$ cat src/design/rarc_pkg.sv
// Shared types and constants of the RADIUS attribute rule classifier.
// Depends on nothing; rarc_front, rarc_back and the top level import it.
package rarc_pkg;

  localparam int MAX_RULES = 16;
  localparam int IDX_W     = (MAX_RULES > 1) ? $clog2(MAX_RULES) : 1;
  localparam int LIM_W     = (IDX_W + 1 > 5) ? IDX_W + 1 : 5;
  localparam int RULE_W    = 52;

  localparam logic [7:0] MIN_LEN_VENDOR  = 8'd8;
  localparam logic [7:0] MIN_LEN_SUBTYPE = 8'd10;

  localparam logic [1:0] ACTION_DROP = 2'd1;
  localparam logic [1:0] ACTION_ECHO = 2'd2;

  typedef enum logic [1:0] {
    VERDICT_KEEP = 2'd0,
    VERDICT_DROP = 2'd1,
    VERDICT_ECHO = 2'd2
  } verdict_t;

  typedef enum logic {
    FUNC_LOAD     = 1'b0,
    FUNC_CLASSIFY = 1'b1
  } func_t;

  typedef enum logic [1:0] {
    BK_IDLE,
    BK_WALK,
    BK_EMIT
  } back_state_t;

  typedef enum logic [1:0] {
    OC_SKIP,
    OC_STOP,
    OC_DECIDE
  } outcome_t;

  typedef struct packed {
    logic [7:0]  code;
    logic [31:0] vendor;
    logic [7:0]  subtype;
    logic        is_vendor;
    logic        is_subtyped;
    logic [1:0]  action;
  } rule_t;

  typedef struct packed {
    logic [7:0]  code;
    logic [7:0]  length;
    logic [31:0] vendor;
    logic [7:0]  subtype;
  } attr_t;

  typedef struct packed {
    func_t      func;
    logic [3:0] rule_index;
    rule_t      rule;
    attr_t      attr;
  } q_item_t;

  function automatic verdict_t verdict_of(logic [1:0] action);
    verdict_t v;
    unique case (action)
      ACTION_DROP: v = VERDICT_DROP;
      ACTION_ECHO: v = VERDICT_ECHO;
      default:     v = VERDICT_KEEP;
    endcase
    return v;
  endfunction

endpackage

$ cat src/design/rarc_if.sv
// Valid/ready channel interfaces of the classifier: input items and verdicts.
// Depends on nothing.
interface rarc_in_if ();
  logic        valid;
  logic        ready;
  logic        func;
  logic [3:0]  rule_index;
  logic [7:0]  rule_code;
  logic [31:0] rule_vendor;
  logic [7:0]  rule_subtype;
  logic        rule_is_vendor;
  logic        rule_is_subtyped;
  logic [1:0]  rule_action;
  logic [7:0]  attr_code;
  logic [7:0]  attr_length;
  logic [31:0] attr_vendor;
  logic [7:0]  attr_vendor_subtype;

  modport source (
    output valid, func, rule_index, rule_code, rule_vendor, rule_subtype,
           rule_is_vendor, rule_is_subtyped, rule_action, attr_code,
           attr_length, attr_vendor, attr_vendor_subtype,
    input  ready
  );
  modport sink (
    input  valid, func, rule_index, rule_code, rule_vendor, rule_subtype,
           rule_is_vendor, rule_is_subtyped, rule_action, attr_code,
           attr_length, attr_vendor, attr_vendor_subtype,
    output ready
  );
endinterface

interface rarc_out_if ();
  logic       valid;
  logic       ready;
  logic [1:0] verdict;

  modport source (output valid, verdict, input ready);
  modport sink (input valid, verdict, output ready);
endinterface

$ cat src/design/rarc_ram.sv
// Generic single-write, single-read RAM with a registered read port.
// Depends on nothing.
module rarc_ram #(
  parameter int WIDTH = 8,
  parameter int DEPTH = 16
) (
  input  logic                                       clk,
  input  logic                                       we,
  input  logic [((DEPTH > 1) ? $clog2(DEPTH) : 1)-1:0] waddr,
  input  logic [WIDTH-1:0]                           wdata,
  input  logic [((DEPTH > 1) ? $clog2(DEPTH) : 1)-1:0] raddr,
  output logic [WIDTH-1:0]                           rdata
);

  logic [WIDTH-1:0] mem_r [DEPTH];
  logic [WIDTH-1:0] rdata_r;

  always_ff @(posedge clk) begin
    if (we) begin
      mem_r[waddr] <= wdata;
    end
    rdata_r <= mem_r[raddr];
  end

  assign rdata = rdata_r;

endmodule

$ cat src/design/rarc_front.sv
// Front end: accepts input beats and holds them in a two-entry queue.
// Depends on rarc_pkg and rarc_in_if.
module rarc_front import rarc_pkg::*; (
  input  logic      clk,
  input  logic      rst_n,
  rarc_in_if.sink   in_ch,
  output logic      q_valid,
  output q_item_t   q_item,
  input  logic      q_pop
);

  q_item_t    q_mem_r [2];
  logic       wptr_r, wptr_nxt;
  logic       rptr_r, rptr_nxt;
  logic [1:0] cnt_r, cnt_nxt;
  logic       push;
  logic       pop;
  q_item_t    in_item;

  always_comb begin
    in_item.func             = func_t'(in_ch.func);
    in_item.rule_index       = in_ch.rule_index;
    in_item.rule.code        = in_ch.rule_code;
    in_item.rule.vendor      = in_ch.rule_vendor;
    in_item.rule.subtype     = in_ch.rule_subtype;
    in_item.rule.is_vendor   = in_ch.rule_is_vendor;
    in_item.rule.is_subtyped = in_ch.rule_is_subtyped;
    in_item.rule.action      = in_ch.rule_action;
    in_item.attr.code        = in_ch.attr_code;
    in_item.attr.length      = in_ch.attr_length;
    in_item.attr.vendor      = in_ch.attr_vendor;
    in_item.attr.subtype     = in_ch.attr_vendor_subtype;
  end

  assign in_ch.ready = (cnt_r != 2'd2);
  assign push        = in_ch.valid && in_ch.ready;
  assign pop         = q_pop && (cnt_r != 2'd0);
  assign q_valid     = (cnt_r != 2'd0);
  assign q_item      = q_mem_r[rptr_r];

  always_comb begin
    wptr_nxt = push ? ~wptr_r : wptr_r;
    rptr_nxt = pop ? ~rptr_r : rptr_r;
    cnt_nxt  = cnt_r + {1'b0, push} - {1'b0, pop};
  end

  always_ff @(posedge clk) begin
    if (!rst_n) begin
      wptr_r <= 1'b0;
      rptr_r <= 1'b0;
      cnt_r  <= 2'd0;
    end else begin
      wptr_r <= wptr_nxt;
      rptr_r <= rptr_nxt;
      cnt_r  <= cnt_nxt;
    end
  end

  always_ff @(posedge clk) begin
    if (push) begin
      q_mem_r[wptr_r] <= in_item;
    end
  end

endmodule

$ cat src/design/rarc_back.sv
// Back end: writes rules into the table and walks it for classify beats.
// Depends on rarc_pkg, rarc_out_if and rarc_ram.
module rarc_back import rarc_pkg::*; (
  input  logic       clk,
  input  logic       rst_n,
  input  logic       cfg_we,
  input  logic [4:0] cfg_wdata,
  input  logic       q_valid,
  input  q_item_t    q_item,
  output logic       q_pop,
  rarc_out_if.source out_ch
);

  back_state_t      state_r, state_nxt;
  logic [4:0]       rule_count_r;
  logic [IDX_W-1:0] idx_r, idx_nxt;
  attr_t            attr_r, attr_nxt;
  verdict_t         res_r, res_nxt;
  logic             out_valid_r, out_valid_nxt;
  verdict_t         verdict_r, verdict_nxt;

  logic [LIM_W-1:0]  lim;
  logic              last;
  logic              out_free;
  logic              is_load;
  logic              load_ok;
  logic              ram_we;
  logic [IDX_W-1:0]  ram_raddr;
  logic [RULE_W-1:0] ram_rdata;
  rule_t             rule;
  outcome_t          outcome;

  rarc_ram #(
    .WIDTH (RULE_W),
    .DEPTH (MAX_RULES)
  ) u_table (
    .clk   (clk),
    .we    (ram_we),
    .waddr (IDX_W'(q_item.rule_index)),
    .wdata (q_item.rule),
    .raddr (ram_raddr),
    .rdata (ram_rdata)
  );

  assign rule     = rule_t'(ram_rdata);
  assign lim      = (LIM_W'(rule_count_r) > LIM_W'(MAX_RULES)) ? LIM_W'(MAX_RULES)
                                                               : LIM_W'(rule_count_r);
  assign last     = (LIM_W'(idx_r) + LIM_W'(1)) == lim;
  assign out_free = !out_valid_r || out_ch.ready;
  assign is_load  = (q_item.func == FUNC_LOAD);
  assign load_ok  = LIM_W'(q_item.rule_index) < LIM_W'(MAX_RULES);

  always_comb begin
    if (rule.code < attr_r.code) begin
      outcome = OC_SKIP;
    end else if (rule.code > attr_r.code) begin
      outcome = OC_STOP;
    end else if (!rule.is_vendor) begin
      outcome = OC_DECIDE;
    end else if (attr_r.length < MIN_LEN_VENDOR) begin
      outcome = OC_SKIP;
    end else if (rule.vendor < attr_r.vendor) begin
      outcome = OC_SKIP;
    end else if (rule.vendor > attr_r.vendor) begin
      outcome = OC_STOP;
    end else if (!rule.is_subtyped) begin
      outcome = OC_DECIDE;
    end else if (attr_r.length < MIN_LEN_SUBTYPE) begin
      outcome = OC_SKIP;
    end else if (rule.subtype == attr_r.subtype) begin
      outcome = OC_DECIDE;
    end else begin
      outcome = OC_SKIP;
    end
  end

  always_comb begin
    state_nxt = state_r;
    unique case (state_r)
      BK_IDLE: begin
        if (q_valid && !is_load) begin
          state_nxt = (lim == '0) ? BK_EMIT : BK_WALK;
        end
      end
      BK_WALK: begin
        if (outcome != OC_SKIP || last) begin
          state_nxt = BK_EMIT;
        end
      end
      BK_EMIT: begin
        if (out_free) begin
          state_nxt = BK_IDLE;
        end
      end
      default: state_nxt = BK_IDLE;
    endcase
  end

  always_comb begin
    q_pop         = 1'b0;
    ram_we        = 1'b0;
    ram_raddr     = idx_r + IDX_W'(1);
    idx_nxt       = idx_r;
    attr_nxt      = attr_r;
    res_nxt       = res_r;
    out_valid_nxt = out_valid_r && !out_ch.ready;
    verdict_nxt   = verdict_r;
    unique case (state_r)
      BK_IDLE: begin
        ram_raddr = '0;
        if (q_valid) begin
          q_pop  = 1'b1;
          ram_we = is_load && load_ok;
          if (!is_load) begin
            idx_nxt  = '0;
            attr_nxt = q_item.attr;
            res_nxt  = VERDICT_KEEP;
          end
        end
      end
      BK_WALK: begin
        idx_nxt = idx_r + IDX_W'(1);
        if (outcome == OC_DECIDE) begin
          res_nxt = verdict_of(rule.action);
        end
      end
      BK_EMIT: begin
        if (out_free) begin
          out_valid_nxt = 1'b1;
          verdict_nxt   = res_r;
        end
      end
      default: ;
    endcase
  end

  always_ff @(posedge clk) begin
    if (!rst_n) begin
      state_r      <= BK_IDLE;
      rule_count_r <= 5'd0;
      out_valid_r  <= 1'b0;
    end else begin
      state_r     <= state_nxt;
      out_valid_r <= out_valid_nxt;
      if (cfg_we) begin
        rule_count_r <= cfg_wdata;
      end
    end
  end

  always_ff @(posedge clk) begin
    idx_r     <= idx_nxt;
    attr_r    <= attr_nxt;
    res_r     <= res_nxt;
    verdict_r <= verdict_nxt;
  end

  assign out_ch.valid   = out_valid_r;
  assign out_ch.verdict = verdict_r;

endmodule

$ cat src/design/radius_attribute_rule_classifier.sv
// Top level of the RADIUS attribute rule classifier: front queue and rule walker.
// Depends on rarc_pkg, rarc_if, rarc_front and rarc_back.
//
//   Channel  Direction  Beat contents
//   in_ch    input      func, rule fields of a load, attribute fields of a classify
//   out_ch   output     verdict, one per classify beat
//   cfg_*    input      rule_count write, taken whenever cfg_we is high
//
// A load beat is written to the table from the idle state. A classify beat
// walks n rules (at most min(rule_count, 16)): idle issues the first table
// read, walk reads one rule per step, emit posts the verdict once the output
// register is free. Inputs queue two deep ahead of the walker, and a verdict
// waits in the output register while the walker keeps taking load beats.
// Reset clears control state only; the rule table holds nothing until loaded.
module radius_attribute_rule_classifier import rarc_pkg::*; (
  input  logic       clk,
  input  logic       rst_n,
  rarc_in_if.sink    in_ch,
  rarc_out_if.source out_ch,
  input  logic       cfg_we,
  input  logic [4:0] cfg_wdata
);

  logic    q_valid;
  logic    q_pop;
  q_item_t q_item;

  rarc_front u_front (
    .clk     (clk),
    .rst_n   (rst_n),
    .in_ch   (in_ch),
    .q_valid (q_valid),
    .q_item  (q_item),
    .q_pop   (q_pop)
  );

  rarc_back u_back (
    .clk       (clk),
    .rst_n     (rst_n),
    .cfg_we    (cfg_we),
    .cfg_wdata (cfg_wdata),
    .q_valid   (q_valid),
    .q_item    (q_item),
    .q_pop     (q_pop),
    .out_ch    (out_ch)
  );

endmodule

$ cat src/flat_wrapper.sv
// flat-port wrapper written by rule: the top's interface ports become plain ports
module radius_attribute_rule_classifier_flat import rarc_pkg::*;
  (clk, rst_n, cfg_we, cfg_wdata, in_ch_valid, in_ch_func, in_ch_rule_index, in_ch_rule_code, in_ch_rule_vendor, in_ch_rule_subtype, in_ch_rule_is_vendor, in_ch_rule_is_subtyped, in_ch_rule_action, in_ch_attr_code, in_ch_attr_length, in_ch_attr_vendor, in_ch_attr_vendor_subtype, in_ch_ready, out_ch_valid, out_ch_verdict, out_ch_ready);
  rarc_in_if in_ch_i ();
  rarc_out_if out_ch_i ();
  input  logic clk;
  input  logic rst_n;
  input  logic cfg_we;
  input  logic [4:0] cfg_wdata;
  input wire logic [$bits(in_ch_i.valid)-1:0] in_ch_valid;
  input wire logic [$bits(in_ch_i.func)-1:0] in_ch_func;
  input wire logic [$bits(in_ch_i.rule_index)-1:0] in_ch_rule_index;
  input wire logic [$bits(in_ch_i.rule_code)-1:0] in_ch_rule_code;
  input wire logic [$bits(in_ch_i.rule_vendor)-1:0] in_ch_rule_vendor;
  input wire logic [$bits(in_ch_i.rule_subtype)-1:0] in_ch_rule_subtype;
  input wire logic [$bits(in_ch_i.rule_is_vendor)-1:0] in_ch_rule_is_vendor;
  input wire logic [$bits(in_ch_i.rule_is_subtyped)-1:0] in_ch_rule_is_subtyped;
  input wire logic [$bits(in_ch_i.rule_action)-1:0] in_ch_rule_action;
  input wire logic [$bits(in_ch_i.attr_code)-1:0] in_ch_attr_code;
  input wire logic [$bits(in_ch_i.attr_length)-1:0] in_ch_attr_length;
  input wire logic [$bits(in_ch_i.attr_vendor)-1:0] in_ch_attr_vendor;
  input wire logic [$bits(in_ch_i.attr_vendor_subtype)-1:0] in_ch_attr_vendor_subtype;
  output wire logic [$bits(in_ch_i.ready)-1:0] in_ch_ready;
  output wire logic [$bits(out_ch_i.valid)-1:0] out_ch_valid;
  output wire logic [$bits(out_ch_i.verdict)-1:0] out_ch_verdict;
  input wire logic [$bits(out_ch_i.ready)-1:0] out_ch_ready;
  assign in_ch_i.valid = in_ch_valid;
  assign in_ch_i.func = in_ch_func;
  assign in_ch_i.rule_index = in_ch_rule_index;
  assign in_ch_i.rule_code = in_ch_rule_code;
  assign in_ch_i.rule_vendor = in_ch_rule_vendor;
  assign in_ch_i.rule_subtype = in_ch_rule_subtype;
  assign in_ch_i.rule_is_vendor = in_ch_rule_is_vendor;
  assign in_ch_i.rule_is_subtyped = in_ch_rule_is_subtyped;
  assign in_ch_i.rule_action = in_ch_rule_action;
  assign in_ch_i.attr_code = in_ch_attr_code;
  assign in_ch_i.attr_length = in_ch_attr_length;
  assign in_ch_i.attr_vendor = in_ch_attr_vendor;
  assign in_ch_i.attr_vendor_subtype = in_ch_attr_vendor_subtype;
  assign in_ch_ready = in_ch_i.ready;
  assign out_ch_valid = out_ch_i.valid;
  assign out_ch_verdict = out_ch_i.verdict;
  assign out_ch_i.ready = out_ch_ready;
  radius_attribute_rule_classifier u_core (.clk(clk), .rst_n(rst_n), .in_ch(in_ch_i), .out_ch(out_ch_i), .cfg_we(cfg_we), .cfg_wdata(cfg_wdata));
endmodule
$ cat config.mk
export PLATFORM = sky130hd
export DESIGN_NAME = radius_attribute_rule_classifier_flat
export DESIGN_NICKNAME = d
export VERILOG_FILES = /design/src/design/rarc_pkg.sv /design/src/design/rarc_if.sv /design/src/design/rarc_ram.sv /design/src/design/rarc_front.sv /design/src/design/rarc_back.sv /design/src/design/radius_attribute_rule_classifier.sv /design/src/flat_wrapper.sv
export SDC_FILE = /design/constraint.sdc
export NUM_CORES = 1
export LEC_CHECK = 0
export BUFFER_PORTS_ARGS = -buffer_cell sky130_fd_sc_hd__buf_2
export CORE_ASPECT_RATIO = 1.4
export CORE_MARGIN = 3
export CORE_UTILIZATION = 35
export DETAILED_ROUTE_END_ITERATION = 7
export GPL_ROUTABILITY_DRIVEN = 0
export PLACE_DENSITY = 0.57
export SLEW_MARGIN = 40
export SYNTH_ARGS = -nofsm -noshare
export SYNTH_HDL_FRONTEND = slang
export SYNTH_HIERARCHICAL = 1
export SYNTH_SLANG_ARGS = --single-unit
$ cat constraint.sdc
create_clock -name clk -period 8.2 [get_ports clk]
set_input_delay 0.41 -clock clk [delete_from_list [all_inputs] [get_ports clk]]
set_output_delay 0.41 -clock clk [all_outputs]
set_load 0.03 [all_outputs]
==> flow_results.org, run 1 <==
** Routing
- Summing over every cut layer, the via total after detailed routing is 20500.
- Post-DR vias/cell :: 5.03
- Number of iterations in the first detailed-routing pass :: 5
- The final layout contains routed wiring with a total length of 97.3 mm.
- Routed length per instance :: 23.9 um
- Number of routed nets with antenna violations :: 0
- 1st-iter DRT viols :: 1481
- Final routed DRC violation total :: 0

** Global route
- First-pass GRT wire length :: 145 mm
- Antenna violations before repair :: 3
- Entering global routing, the biggest net connects 93 pins.
- For this run, the total global-route usage over all layers was measured as 15.0%.
- Sum of overflow across all layers after global routing :: 0
- Via count of the first global-routing pass :: 22800

** Timing
- Setup slack after layout :: 4110 ps
- Total Neg Setup Slack :: 0 ps
- Setup repair after global routing left no endpoint under its margin.
- In this run the tightest slew margin relative to its limit is 42.5%.
- The worst path uses 49.9% of the clock period.
- Actual slew at the worst max-slew pin :: 863 ps
- Based on the critical path, the design can be clocked at up to 244 MHz.
- Shortest period the worst path allows :: 4090 ps
- Final setup fails :: 0
- On the final layout, the worst clock skew is 35.0 ps.
- The number of pins exceeding their max-slew limit in the final report is 0.
- The number of endpoints with negative hold slack in the final report is 0.

** Critical path
- CP bufs+invs :: 4
- Launch point of the critical path :: u_core/u_back/idx_r[0]
- Crit-path slowest cell :: nor2_4
- Worst Path Required :: 8720 ps
- In this run the register-to-register setup slack is 4110 ps.
- Among cell families on the critical path, the largest total delay comes from buffers and inverters.
- Max incr delay on CP :: 610 ps
- Path length in cells of the critical path :: 9
- Kind of end point of the critical path :: flop
- Cell count of the worst reg-to-reg path :: 9
- Data arrival time at the worst-slack endpoint :: 4610 ps
- In this run the critical register-to-register path is launched from u_core/u_back/idx_r[0].
- The critical path ends at u_core/u_back/u_table/rdata[9].
- The worst register-to-register path ends at u_core/u_back/u_table/rdata[9].
- Of all nets on the critical path, the largest fanout is 92.
- CP Class :: reg2reg
- Element type at the critical path start :: flop
- Traced cell by cell, the critical path runs through ha_1, inv_1, nor2_4, buf_4, buf_12, buf_16, mux4_2, a22oi_1, nand2_1.

** Flow run
- The tool flagged a number of max-cap violations equal to 0.

** CTS
- Buffers inserted during clock tree synthesis total 109.
- Total setup buffers inserted after CTS :: 0
- Clock tree from TritonCTS :: yes
- The H-tree was split into 3 levels.
- At the later pin of the worst-skew pair, clock insertion delay measures 700 ps.
- Number of buffers between clock root and the deepest sink :: 3
- Buffer cell driving the clock tree root :: clkbuf_16
- After clock tree synthesis, the clock-pin slew on the worst setup and hold paths is 60 ps.
- Total clock sinks :: 1184

** Pwr
- Total power divided by cell area :: 332 nW/um^2
- Leakage power :: 16.8 nW
- The worst-case IR drop observed on VDD is 0.000251 V.

** Logic synthesis
- Synthesis produced a netlist whose cell count is 2022.
- Syn avg cell area :: 22.0 um^2
- Number of warning messages in the yosys log :: 6
- Net Count, Synth :: 2188
- Post-Syn Area :: 44500 um^2

** Floorplanning
- Pin placement for this block handled 127 I/O pins.
- Die width :: 307 um
- Starting density of the core :: 35.3%
- From bottom edge to top edge, the die measures 428 um.
- The initialized floorplan defines 154 standard-cell rows.
- The core region is 126000 um^2.
- The floorplan step defined a die boundary enclosing 132000 um^2.

** Cells and area
- At the end of the flow the core is filled with cells to 41.4%.
- Area growth from synthesis to layout :: 17.1%
- After filler insertion, the fill cell instance count of the layout stands at 11100.
- For this run, the post-layout net count is 2503.
- Of the cells placed in the final design, the portion with a size suffix greater than 1 is 28.8%.

** Hold path
- The path class of the tightest hold or removal check is in2reg.
- The worst hold path begins at rst_n.

** Status
- Status :: complete, no violations

** Place
- Post-detail-place hpwl :: 53.0 mm
- At the placement stage, the worst setup path has a slack of 4020 ps.
- Input and output buffers added on the ports amount to 125.
[layer usage]
metal	vias up	GRT usage (%)	wire, um
met4	0	4.59	2090
met1	10900	18.0	38600
met2	450	27.6	52600
met3	134	2.11	4010
met5	-	0	0
li1	8953	-	-
[worst register-to-register path: cells and delay by family (launching register included)]
kind	cells	cell delay, ps
AOI/OAI and AO/OA	1	240
adders and majority gates	1	400
buffers and inverters	4	1560
DFF	1	520
muxes	1	410
and+or+nand+nor	2	790
[where the power goes]
part           internal [W]  total (W)  switching, W
registers           0.00761    0.00779      0.000190
clock network       0.00290    0.00506       0.00216
logic               0.00191    0.00445       0.00255
[worst min path at each step]
stage	endpoint	slack (ps)	cells after the start
2_1_floorplan	u_core/u_back/out_ch.verdict[0]	400	0
3_5_place_dp	u_core/u_back/out_ch.verdict[0]	430	0
4_1_cts	flop	10	2
3_3_place_gp	u_core/u_back/out_ch.verdict[0]	450	0
5_1_grt	flop	70	2
6_report	flop	80	2
[sequential cells by signal, indices dropped and copies added, names as in the netlist, named ones only]
signal / count
u_core/u_back/attr_r: 55
u_core/u_back/idx_r: 4
u_core/u_back/out_ch.valid: 1
u_core/u_back/out_ch.verdict: 2
u_core/u_back/res_r: 2
u_core/u_back/rule_count_r: 5
u_core/u_back/state_r: 2
u_core/u_back/u_table/mem_r: 832
u_core/u_back/u_table/rdata: 52
u_core/u_front/cnt_r: 2
u_core/u_front/q_mem_r: 224
u_core/u_front/rptr_r: 1
u_core/u_front/wptr_r: 1
[repair_timing]
action                     in CTS  in global routing
setup endpoints to repair       0                  0
hold buffers                  118                  0
hold endpoints to repair      230                  0
gates resized for setup         0                  0
[placed cells by master, fill, tap and decap left out, drive strengths merged, types with 4 or more instances in the layout]
master / n
a21oi: 17
a22oi: 104
and2: 4
buf: 170
bufinv: 10
clkbuf: 147
clkinv: 31
clkinvlp: 13
dfxtp: 65
dlygate4sd3: 118
edfxtp: 1119
ha: 43
inv: 52
mux2: 112
mux2i: 7
mux4: 208
nand2: 69
nand2b: 9
nand3: 8
nand4: 10
nor2: 30
nor2b: 13
nor3: 5
nor4: 4
o21ai: 12
xnor2: 8
xor2: 7
[stage by stage]
| stage | instances | power, W | hold slack (ps) | cell area [um^2] |
|---|---|---|---|---|
| after floorplan | 2022 | 0.0111 | 400 | 44500 |
| after global placement | 3738 | 0.0123 | 451 | 47100 |
| after detailed placement | 3744 | 0.0124 | 430 | 47300 |
| after CTS | 4067 | 0.0176 | 13.7 | 52100 |
| after global routing | 4070 | 0.0182 | 68.4 | 52200 |
| final | 4072 | 0.0173 | 76.1 | 52200 |
[final cells by class]
type / instances / area [um^2] / share of cell area, %
Clock buffer: 147 / 3020 / 5.78
Inverter: 48 / 180 / 0.345
Tap cell: 1638 / 2050 / 3.93
Timing Repair Buffer: 288 / 2330 / 4.47
Clock inverter: 58 / 589 / 1.13
Sequential cell: 1184 / 34900 / 66.9
Antenna cell: 3 / 7.51 / 0.0144
Multi-Input combinational cell: 706 / 9070 / 17.4
(Power assumes the default switching activity.)
==> run 2, diff against run 1 <==
==> constraint.sdc (replaced) <==
create_clock -name clk -period 4.25 [get_ports clk]
set_input_delay 0.2125 -clock clk [delete_from_list [all_inputs] [get_ports clk]]
set_output_delay 0.2125 -clock clk [all_outputs]
set_load 0.03 [all_outputs]
==> flow_results.org, run 2 (synthesis gave the netlist of run 1 again) <==
** Cells and area
- The library cells used most frequently in the layout, excluding fill and tap cells, are 1119 x edfxtp_1, 208 x mux4_2, 131 x dlygate4sd3_1.
- Leading cell type in the layout, fill and taps excluded :: edfxtp_1
- The flip-flop count of the largest register after layout was 832 (unchanged).
- Register with the most flip-flops :: u_core/u_back/u_table/mem_r
- The count of non-filler cells in the finished layout came to 4098 (+0.64%).
- The share of final-layout standard cells stronger than drive strength 1 was 28.6% (-0.19 points).
- The post-layout net count is 2534 (+1.2%).
- From synthesis to final layout, the design area changed by 18.0%.
- Top flop regs :: u_core/u_back/u_table/mem_r (832), u_core/u_front/q_mem_r (224), u_core/u_back/attr_r (55)
- Core Util, Final :: 41.7% (+0.31 points)

** Global route
- The pin count of the biggest net entering global routing was 117 (+26%).
- Total track usage :: 14.6% (-0.36 points)
- The total congestion overflow after global routing was 0 (unchanged).
- The initial antenna violation count is 3 (unchanged).
- First-pass GRT wire length :: 143 mm (-2.0%)
- The via count of the first global-routing pass is 22300 (-2.0%).

** Routing
- The initial detailed-routing violation count was 1542 (+4.1%).
- The wire length per cell after detailed routing is 23.4 um (-2.1%).
- The iteration count of the initial detailed-routing pass came to 5 (unchanged).
- Number of routed nets with antenna violations :: 0 (unchanged)
- Total Routed Length :: 95.9 mm (-1.5%)
- The number of design rule violations left after detail routing is 0 (unchanged).
- Via total after detailed routing :: 20500 (+0.28%)
- Post-DR vias/cell :: 5.01 (-0.35%)

** Pwr
- The leakage power summed over all cells came to 17.0 nW (+0.97%).
- Final total power :: 0.0333 W (+93%)
- Worst voltage drop across the vdd grid :: 0.000489 V (+95%)
- The power per standard cell area is 635 nW/um^2 (+91%).

** Timing
- Maximum frequency from static timing analysis :: 310 MHz (+27%)
- Final clock period utilization by the worst path :: 75.9% (+26 points)
- Number of hold violations in the final report :: 0 (unchanged)
- The sum of negative setup slack came to 0 ps (unchanged).
- Actual slew at the worst max-slew pin :: 816 ps (-46.6 ps)
- Clock tree skew after final layout :: 25.1 ps (-9.87 ps)
- Setup repair after global routing missed its margin :: no
- The worst-case setup margin in the final layout was 1020 ps (-3080 ps).
- Shortest period the worst path allows :: 3230 ps (-865 ps)
- Headroom to the max-slew limit :: 45.5% (+3.0 points)
- The number of endpoints failing setup at the final stage came to 0 (unchanged).
- The number of pins exceeding their max-slew limit in the final report is 0 (unchanged).

** CTS
- The TritonCTS buffer count came to 107 (-1.8%).
- The count of H-tree levels built during CTS came to 3 (unchanged).
- Clock tree from TritonCTS :: yes
- The post-cts repair resize count came to 0 (unchanged).
- The number of hold buffers added after cts is 131 (+11%).
- The clock sink count is 1184 (unchanged).
- Total setup buffers inserted after CTS :: 0 (unchanged)
- The buffer levels on the longest clock path was 3 (unchanged).
- Post-CTS clock slew at the launch and capture registers of the worst setup and hold paths :: 60 ps (about the same)
- Insertion delay of the later-clocked pin in the worst-skew pair :: 700 ps (about the same)
- The tree is rooted in a clkbuf_16.

** Place
- The total half-perimeter wirelength after legalization and detailed placement is 54.5 mm (+2.8%).
- Placed cell count :: 3764 (+0.53%)
- The count of buffers inserted at the top-level ports came to 125 (unchanged).
- The post-placement worst setup slack is 1040 ps (-2980 ps).

** Floorplanning
- Height of the die :: 428 um (unchanged)
- Die area :: 132000 um^2 (unchanged)
- Die width :: 307 um (unchanged)
- Starting density of the core :: 35.3% (unchanged)
- Count of boundary I/O pins :: 127 (unchanged)
- Floorplan Core Area :: 126000 um^2 (unchanged)
- Number of placement rows :: 154 (unchanged)

** Hold path
- Min-delay src :: in_ch_rule_code[3]
- Hold/Removal Path Class :: in2reg
- The path with the worst hold slack has its endpoint at u_core/u_front/q_mem_r[1][103].
- Hold Path Stages :: 2 (unchanged)

** Critical path
- The worst-case reg-to-reg path depth is 6 (-3).
- The startpoint identified for the worst register-to-register timing path is u_core/u_back/state_r[1].
- The critical path arrival was 3560 ps (-1050 ps).
- Crit-path slowest cell :: or3b_2
- The maximum fanout count along the critical path came to 47 (-49%).
- The worst register-to-register path ends at u_core/u_back/u_table/mem_r[0][21].
- The largest stage delay on the critical path is 610 ps (about the same).
- Worst Path Required :: 4590 ps (-4130 ps)
- STA classifies the critical path endpoint as a flop.
- Element type at the critical path start :: flop
- Sequence of cells on the critical path :: nor2_1, and2_1, nor2b_1, or3b_2, nor3_4, buf_12
- By startpoint and endpoint, the worst setup path is classified as reg2reg.
- The worst reg-to-reg setup slack was 1020 ps (-3080 ps).

** Flow run
- The number of maximum-capacitance constraint violations is 0 (unchanged).

** Status
- The run finished with clean final reports.
## run 2: changes by cell type in the layout (fill, tap and decap cells not counted), moves of 6 or more
cell,delta
buf_4,+8
buf_6,-16
clkinvlp_4,-12
dlygate4sd3_1,+13
buf_12,+30
clkbuf_16,-6
clkbuf_1,+12
## run 2: metrics by stage
step | cell area [um^2] | hold WS (ps)
3_3_place_gp | 47700 | 401
4_1_cts | 52500 | 178
5_1_grt | 52500 | 207
6_report | 52500 | 239
3_5_place_dp | 47800 | 404
2_1_floorplan | 44500 | 311
## run 2: where the power goes
part	total, W	switching, W	internal (W)
logic	0.00899	0.00505	0.00394
registers	0.0150	0.000336	0.0147
clock network	0.00936	0.00410	0.00526
## run 2: metal layers
metal / part of all wire (%) / vias to the layer above / track usage [%]
li1: - / 9023 / -
met1: 39 / 10900 / 17.6
met2: 54 / 479 / 26.6
met3: 4.5 / 132 / 2.39
met4: 2.3 / 2 / 4.50
met5: 0.0073 / - / 0
## run 2: cell type report
type                    count  area, um^2
well taps                1638        2050
clock inverters            43         439
inverters                  48         180
diodes                      2        5.00
clock buffers             156        2950
fillers                 11000       73500
flip-flops and latches   1184       34900
multi-input cells         706        9090
repair buffers            321        2920
## run 2: worst max-delay path: cells and delay by family (launching register included)
family,cells,cell delay (ps)
and+or+nand+nor,5,2040
buffers and inverters,1,390
DFF,1,380
## run 2: worst max path at each step
| stage | from | end | cells after the start |
|---|---|---|---|
| floorplan | flop | u_core/u_back/u_table/mem_r[1][0] | 6 |
| global placement | u_core/u_back/state_r[1] | u_core/u_back/u_table/mem_r[0][36] | 6 |
| detailed placement | u_core/u_back/state_r[1] | u_core/u_back/u_table/mem_r[12][37] | 6 |
| CTS | u_core/u_back/state_r[1] | u_core/u_back/u_table/mem_r[12][29] | 6 |
| global route | u_core/u_back/state_r[1] | u_core/u_back/u_table/mem_r[0][21] | 6 |
| finish | u_core/u_back/state_r[1] | u_core/u_back/u_table/mem_r[0][21] | 6 |
